===== src/hw/rtl/mwpt_pkg.sv =====
// Package for the minimum weight path table: widths, entry layout, operation
// and status codes, and the sequencer state type.
// Depends on nothing; every other file of the block imports it.
`default_nettype none

package mwpt_pkg;

   // Table size and the widths that follow from it.
   localparam int CAPACITY = 64;
   localparam int IDX_W    = $clog2(CAPACITY);
   localparam int CNT_W    = $clog2(CAPACITY + 1);

   localparam logic [CNT_W-1:0] CAPACITY_CNT = CNT_W'(CAPACITY);

   // Field widths of one word on either channel.
   localparam int MODE_W   = 2;
   localparam int ID_W     = 16;
   localparam int WEIGHT_W = 32;
   localparam int NODE_W   = 16;
   localparam int STATUS_W = 2;

   // Operation codes carried in the mode field.
   typedef enum logic [MODE_W-1:0] {
      MODE_INSERT  = 2'd0,
      MODE_REMOVE  = 2'd1,
      MODE_FINDMIN = 2'd2,
      MODE_QUERY   = 2'd3
   } mode_type;

   // Status codes returned with every result.
   typedef enum logic [STATUS_W-1:0] {
      STATUS_OK        = 2'd0,
      STATUS_FULL      = 2'd1,
      STATUS_NOT_FOUND = 2'd2,
      STATUS_EMPTY     = 2'd3
   } status_type;

   // One stored entry: id in the top bits, then weight, then last node.
   typedef struct packed {
      logic [ID_W-1:0]     id;
      logic [WEIGHT_W-1:0] weight;
      logic [NODE_W-1:0]   node;
   } entry_type;

   // Write and read requests from the sequencer to the entry store.
   typedef struct packed {
      logic             en;
      logic [IDX_W-1:0] addr;
      entry_type        data;
   } ram_wr_type;

   typedef struct packed {
      logic             en;
      logic [IDX_W-1:0] addr;
   } ram_rd_type;

   // Sequencer states, one-hot.
   typedef enum logic [4:0] {
      S_IDLE   = 5'b00001,
      S_INSERT = 5'b00010,
      S_SCAN   = 5'b00100,
      S_SHIFT  = 5'b01000,
      S_DONE   = 5'b10000
   } state_type;

endpackage

`default_nettype wire


===== src/hw/rtl/mwpt_entry_ram.sv =====
// Entry store of the minimum weight path table: one write port and one read
// port with registered read data. Contents are undefined until written.
// Depends on mwpt_pkg for the entry layout and the request structs.
`default_nettype none

module mwpt_entry_ram
   import mwpt_pkg::*;
(
   input  wire logic       clock,
   input  wire ram_wr_type wr_req,
   input  wire ram_rd_type rd_req,
   output      entry_type  rd_data_ff
);

   entry_type mem_ff [CAPACITY];

   // Write port.
   always_ff @(posedge clock) begin
      if (wr_req.en) begin
         mem_ff[wr_req.addr] <= wr_req.data;
      end
   end

   // Read port; the read data is registered, so it appears in the cycle after the address.
   always_ff @(posedge clock) begin
      if (rd_req.en) begin
         rd_data_ff <= mem_ff[rd_req.addr];
      end
   end

endmodule

`default_nettype wire


===== config.mk =====
export PLATFORM = sky130hd
export DESIGN_NAME = mwpt_entry_ram
export DESIGN_NICKNAME = d
export VERILOG_FILES = /design/src/hw/rtl/mwpt_pkg.sv /design/src/hw/rtl/mwpt_entry_ram.sv
export SDC_FILE = /design/constraint.sdc
export NUM_CORES = 2
export LEC_CHECK = 0
export BUFFER_PORTS_ARGS = -buffer_cell sky130_fd_sc_hd__clkbuf_2
export CORE_MARGIN = 10
export CORE_UTILIZATION = 34
export CTS_CLUSTER_DIAMETER = 80
export DETAILED_ROUTE_END_ITERATION = 8
export PLACE_DENSITY = 0.55
export REMOVE_ABC_BUFFERS = 1
export SYNTH_ARGS = -nofsm -noshare
export SYNTH_HDL_FRONTEND = slang
export SYNTH_SLANG_ARGS = --single-unit

===== constraint.sdc =====
create_clock -name clock -period 7.4 [get_ports clock]
set_input_delay 0.37 -clock clock [delete_from_list [all_inputs] [get_ports clock]]
set_output_delay 0.37 -clock clock [all_outputs]
set_load 0.05 [all_outputs]

# Yosys cells after proc, flatten, opt, wreduce, memory -nomap -nowiden
# Memories as Yosys holds them, arrays and structs flattened. A register that Yosys moved wholly into a read port is not among the register bits.
# Index checks and enable logic that the tools add are counted.
classes:
  mux: 2
ops:
  columns: ["op", "n"]
  rows:
  - ["$mux 1", 2]
totals:
  reg_bits: 0
  ramBits: 4096
  inputBits: 79
  output_inout_bits: 64
  wordCells: 3
  memories: 1
memory_table:
  columns: ["memory", "depth", "word_bits", "rd", "rd_clocked_by_memory_dff", "wr", "line_no", "rtl"]
  rows:
  - ["mem_ff", 64, 64, 1, 1, 1, "mwpt_entry_ram.sv:15", "entry_type mem_ff [CAPACITY];"]

# Depth between registers and ports, before layout
logic_depth:
  ltp_word: 2
  ltp_mapped: 9
  depth_no_buf: 5

# Worst setup path after synthesis
# No wires, ideal clock.
synth_timing:
  kind: "input-to-reg"
  from: "input port wr_req[67] in the netlist's numbering"
  to: "memory mem_ff[48][0] in the netlist's numbering, enable pin"
  setup_time_ns: 0.564
  arrival_ns: 5.242
  required_ns: 6.836
  slack_ns: 1.594
  path_stages: 4
  path_buffers: 1
  cell_sequence: "clkbuf_1 -> nor2b_1 -> nand4b_1 -> nor3_1"
synth_rtl:
  columns: ["element", "line_no", "rtl"]
  rows:
  - ["from (decl)", "mwpt_entry_ram.sv:10", "input wire ram_wr_type wr_req,"]
  - ["to (decl)", "mwpt_entry_ram.sv:15", null]
# No word-level cell before the write port.

# Worst setup path after layout
layout_timing:
  from: "input port wr_req[66] in the netlist's numbering"
  to: "memory mem_ff[29][58] in the netlist's numbering, enable pin"
# No word-level cell before the write port.

==> impl_metrics.prom <==
# TYPE chip_impl_metric gauge
chip_impl_metric{name="timing.final.crit_share",unit="%"} 49.3
chip_impl_info{name="final_cell_mix",value="edfxtp_1 (4160), mux4_2 (1024), clkbuf_16 (417)"} 1
chip_impl_info{name="rsz0062_at_grt",value="false"} 1
chip_impl_metric{name="final.min_clock_period",unit="ns"} 3.65
chip_impl_metric{name="route.detailed.vias_per_inst",unit=""} 5.62
chip_impl_metric{name="clock-skew-final",unit="ns"} 0.0565
chip_impl_info{name="r2r-end",value="rd_data_ff[48]$_DFFE_PP_"} 1
chip_impl_info{name="timing.setup.critical_path_class",value="in -> reg"} 1
chip_impl_metric{name="synth_edf_count",unit=""} 4160
chip_impl_metric{name="drive_gt1_share",unit="%"} 28.0
chip_impl_metric{name="yosys.cell_types.count",unit=""} 32
chip_impl_metric{name="timing.reg2reg.setup_slack",unit="ns"} 5.23
chip_impl_info{name="synth_ff_type",value="edfxtp_1"} 1
chip_impl_metric{name="drt_pass1_iterations",unit=""} 6
chip_impl_metric{name="dr_total_vias",unit=""} 75800
chip_impl_metric{name="postSynthRegisterBits",unit=""} 4160
chip_impl_info{name="hold-path-endpoint",value="mem_ff[55][7]$_DFFE_PP_"} 1
chip_impl_metric{name="crit_required",unit="ns"} 7.98
chip_impl_info{name="run_status",value="finished, final reports clean"} 1
chip_impl_metric{name="hold_viol_final",unit=""} 0
chip_impl_metric{name="grt_overflow_total",unit=""} 0
chip_impl_info{name="post_synth_main_area_contributors",value="edfxtp_1 (80%), mux4_2 (15%), mux2i_1 (0.86%)"} 1
chip_impl_metric{name="cts-buffers-inserted",unit=""} 413
chip_impl_metric{name="post_synth_instance_area",unit="sq um"} 157000
chip_impl_metric{name="met2RoutedLength",unit="mm"} 224
chip_impl_metric{name="die_area",unit="sq um"} 489000
chip_impl_metric{name="finalSetupTns",unit="ns"} 0
chip_impl_info{name="layout_commonest_cell",value="edfxtp_1"} 1
chip_impl_metric{name="cts.sinks",unit=""} 4160
chip_impl_metric{name="ant_nets",unit=""} 0
chip_impl_metric{name="crit_fanout",unit=""} 23
chip_impl_info{name="start_kind",value="primary input"} 1
chip_impl_metric{name="die_width",unit="microns"} 700
chip_impl_metric{name="num_rows",unit=""} 249
chip_impl_metric{name="post_dp_cell_area",unit="sq um"} 166000
chip_impl_info{name="regToRegStartpoint",value="mem_ff[10][48]$_DFFE_PP_"} 1
chip_impl_metric{name="arrival_time_at_the_worst_endpoint",unit="ns"} 4.23
chip_impl_metric{name="drc",unit=""} 0
chip_impl_metric{name="initial_antenna_violation_count",unit=""} 53
chip_impl_info{name="clock_tree.root_cell",value="clkbuf_16"} 1
chip_impl_metric{name="cap_viol_max_count",unit=""} 0
chip_impl_metric{name="placement.io_buffers",unit=""} 142
chip_impl_metric{name="pin_count_of_the_biggest_net_entering_global_routing",unit=""} 112
chip_impl_metric{name="synth.yosys.warnings",unit=""} 0
chip_impl_metric{name="grt_usage",unit="%"} 18.2
chip_impl_metric{name="pd_cells",unit="nW/um^2"} 275
chip_impl_info{name="synth_top_area_cell",value="edfxtp_1"} 1
chip_impl_info{name="holdCritStartpoint",value="wr_req[65]"} 1
chip_impl_metric{name="clk_pin_slew",unit="ns"} 0.06
chip_impl_metric{name="effective_utilization_at_floorplan",unit="%"} 34.1
chip_impl_metric{name="synth_area_per_cell",unit="sq um"} 23.8
chip_impl_metric{name="syn-instance-count",unit=""} 6598
chip_impl_metric{name="max_clock_freq",unit="MHz"} 274
chip_impl_metric{name="half_perimeter_wire_length_after_placement",unit="mm"} 238
chip_impl_info{name="min-delay-path-class",value="in -> reg"} 1
chip_impl_metric{name="detail_route.iter0.violations",unit=""} 9561
chip_impl_metric{name="dr_wl_met3",unit="mm"} 38.7
chip_impl_metric{name="setup_viol_count_final",unit=""} 0
chip_impl_metric{name="layout-area-overhead-vs-synth",unit="%"} 14.4
chip_impl_metric{name="hold_depth",unit=""} 3
chip_impl_metric{name="async_flop_share",unit="%"} 0
chip_impl_metric{name="num-nets-final",unit=""} 7067
chip_impl_metric{name="routabilityCongestion",unit=""} 0.749
chip_impl_info{name="worst_setup_path_end_kind",value="register"} 1
chip_impl_metric{name="clock_latency_reported_for_the_late_side_of_the_worst_skew_pair",unit="ns"} 0.97
chip_impl_metric{name="post-synth-top-area-fraction",unit="%"} 79.6
chip_impl_metric{name="die_h",unit="microns"} 700
chip_impl_metric{name="layout.cell_area.non_filler",unit="sq um"} 180000
chip_impl_metric{name="slew_headroom",unit="%"} 12.9
chip_impl_metric{name="hold-worst-slack",unit="ns"} 0.197
chip_impl_metric{name="synth_seq_area_share",unit="%"} 79.6
chip_impl_info{name="route.top_layer_used",value="met5"} 1
chip_impl_metric{name="vdd.ir_drop.worst",unit="uV"} 199
chip_impl_metric{name="postRouteWirelength",unit="mm"} 458
chip_impl_metric{name="tightest_slew",unit="ns"} 1.30
chip_impl_metric{name="cts-root-to-sink-buffers",unit=""} 4
chip_impl_metric{name="grt_pass1_wl",unit="mm"} 633
chip_impl_metric{name="core_region_area",unit="sq um"} 460000
chip_impl_metric{name="routedWlPerCell",unit="microns"} 33.9
chip_impl_info{name="clock_tree_from_tritoncts",value="done"} 1
chip_impl_metric{name="power.leakage",unit="nW"} 55.0
chip_impl_metric{name="htreeDepth",unit=""} 5
chip_impl_metric{name="slew_violations",unit=""} 0
chip_impl_metric{name="top_level_ports",unit=""} 143
chip_impl_metric{name="rr_worst_depth",unit=""} 5
chip_impl_metric{name="route.layer.met1.wl",unit="mm"} 182
chip_impl_metric{name="grt_pass1_vias",unit=""} 76700
==> per-stage QoR <==
| stage | setup WS, ns | util [%] | total power, mW | std cells |
|---|---|---|---|---|
| 6_report | 3.75 | 39.0 | 49.4 | 13500 |
| 4_1_cts | 3.97 | 39.0 | 49.8 | 13500 |
| 3_5_place_dp | 3.45 | 36.1 | 29.1 | 12700 |
| 2_1_floorplan | 1.73 | - | 27.8 | 6228 |
| 5_1_grt | 3.82 | 39.0 | 50.9 | 13500 |
| 3_3_place_gp | 3.47 | 36.1 | 29.0 | 12700 |
==> synthesized netlist by cell type (19+ instances only) <==
master	instances
a22o_1	88
a22oi_1	168
nor2b_1	28
mux2i_1	135
nand2_1	58
nor2_1	112
o221ai_1	38
buf_1	20
a41oi_1	26
and3_1	64
clkbuf_1	140
or3_1	29
edfxtp_1	4160
buf_2	170
or2_2	28
mux4_2	1024
buf_4	34
a211oi_1	63
a2bb2oi_1	19
nand3_1	45
o22ai_1	83
inv_1	19
==> worst max-delay path, stage by stage <==
cell	delay (ns)
dlygate4sd3_1	0.71
clkbuf_2	0.30
nor2b_1	0.20
nand3_1	0.58
nor2_4	1.23
buf_4	0.73
==> metal layers <==
metal | up-vias | global-route usage, %
met5 | - | 0
met4 | 46 | 4.75
met3 | 704 | 3.99
met2 | 3464 | 30.1
met1 | 42300 | 24.5
li1 | 29400 | -
==> registers in the layout (all words and copies together) (netlist names) <==
| register | flops |
|---|---|
| rd_data_ff | 64 |
| mem_ff | 4096 |
==> cells by family (layout without fill, tap and decap cells) <==
group / Yosys count / after routing / synth area share (%)
AOI/OAI and AO/OA: 504 / 504 / 2.47
buffers and inverters: 389 / 1112 / 1.18
DFF: 4160 / 4160 / 79.6
muxes: 1159 / 1159 / 15.6
other: 0 / 20 / 0
and+or+nand+nor: 386 / 386 / 1.23
==> final cells by class <==
cell class | instances | area (sq um)
Inverter | 19 | 71.3
Tap cell | 6149 | 7690
Antenna cell | 20 | 50.0
Timing Repair Buffer | 345 | 2630
Clock inverter | 251 | 2680
Fill cell | 40500 | 280000
Clock buffer | 497 | 10700
Sequential cell | 4160 | 125000
Multi-Input combinational cell | 2049 | 30800
==> report_power, final <==
| part | switching, mW | internal (mW) | leakage, nW |
|---|---|---|---|
| sequential | 0.0903 | 26.2 | 37.5 |
| clock | 8.97 | 11.9 | 6.53 |
| combinational | 1.48 | 0.790 | 11.0 |
==> worst max path at each step <==
stage	startpoint	endpoint	slack, ns	depth (start not counted)
after global routing	wr_req[66]	mem_ff[29][58]$_DFFE_PP_	3.82	6
after detailed placement	rd_req[1]	rd_data_ff[19]$_DFFE_PP_	3.45	8
after global placement	rd_req[1]	rd_data_ff[19]$_DFFE_PP_	3.47	8
final	wr_req[66]	mem_ff[29][58]$_DFFE_PP_	3.75	6
after floorplan	wr_req[68]	mem_ff[48][0]$_DFFE_PP_	1.73	3
after CTS	wr_req[66]	mem_ff[29][29]$_DFFE_PP_	3.97	6
==> repair_timing <==
| item | 4_1_cts | 5_1_grt |
|---|---|---|
| hold endpoints to repair | 16 | 0 |
| resized for setup | 0 | 0 |
| hold buffers | 3 | 0 |
| setup buffers | 0 | 0 |
No activity file was read; power rests on OpenSTA's default activity.
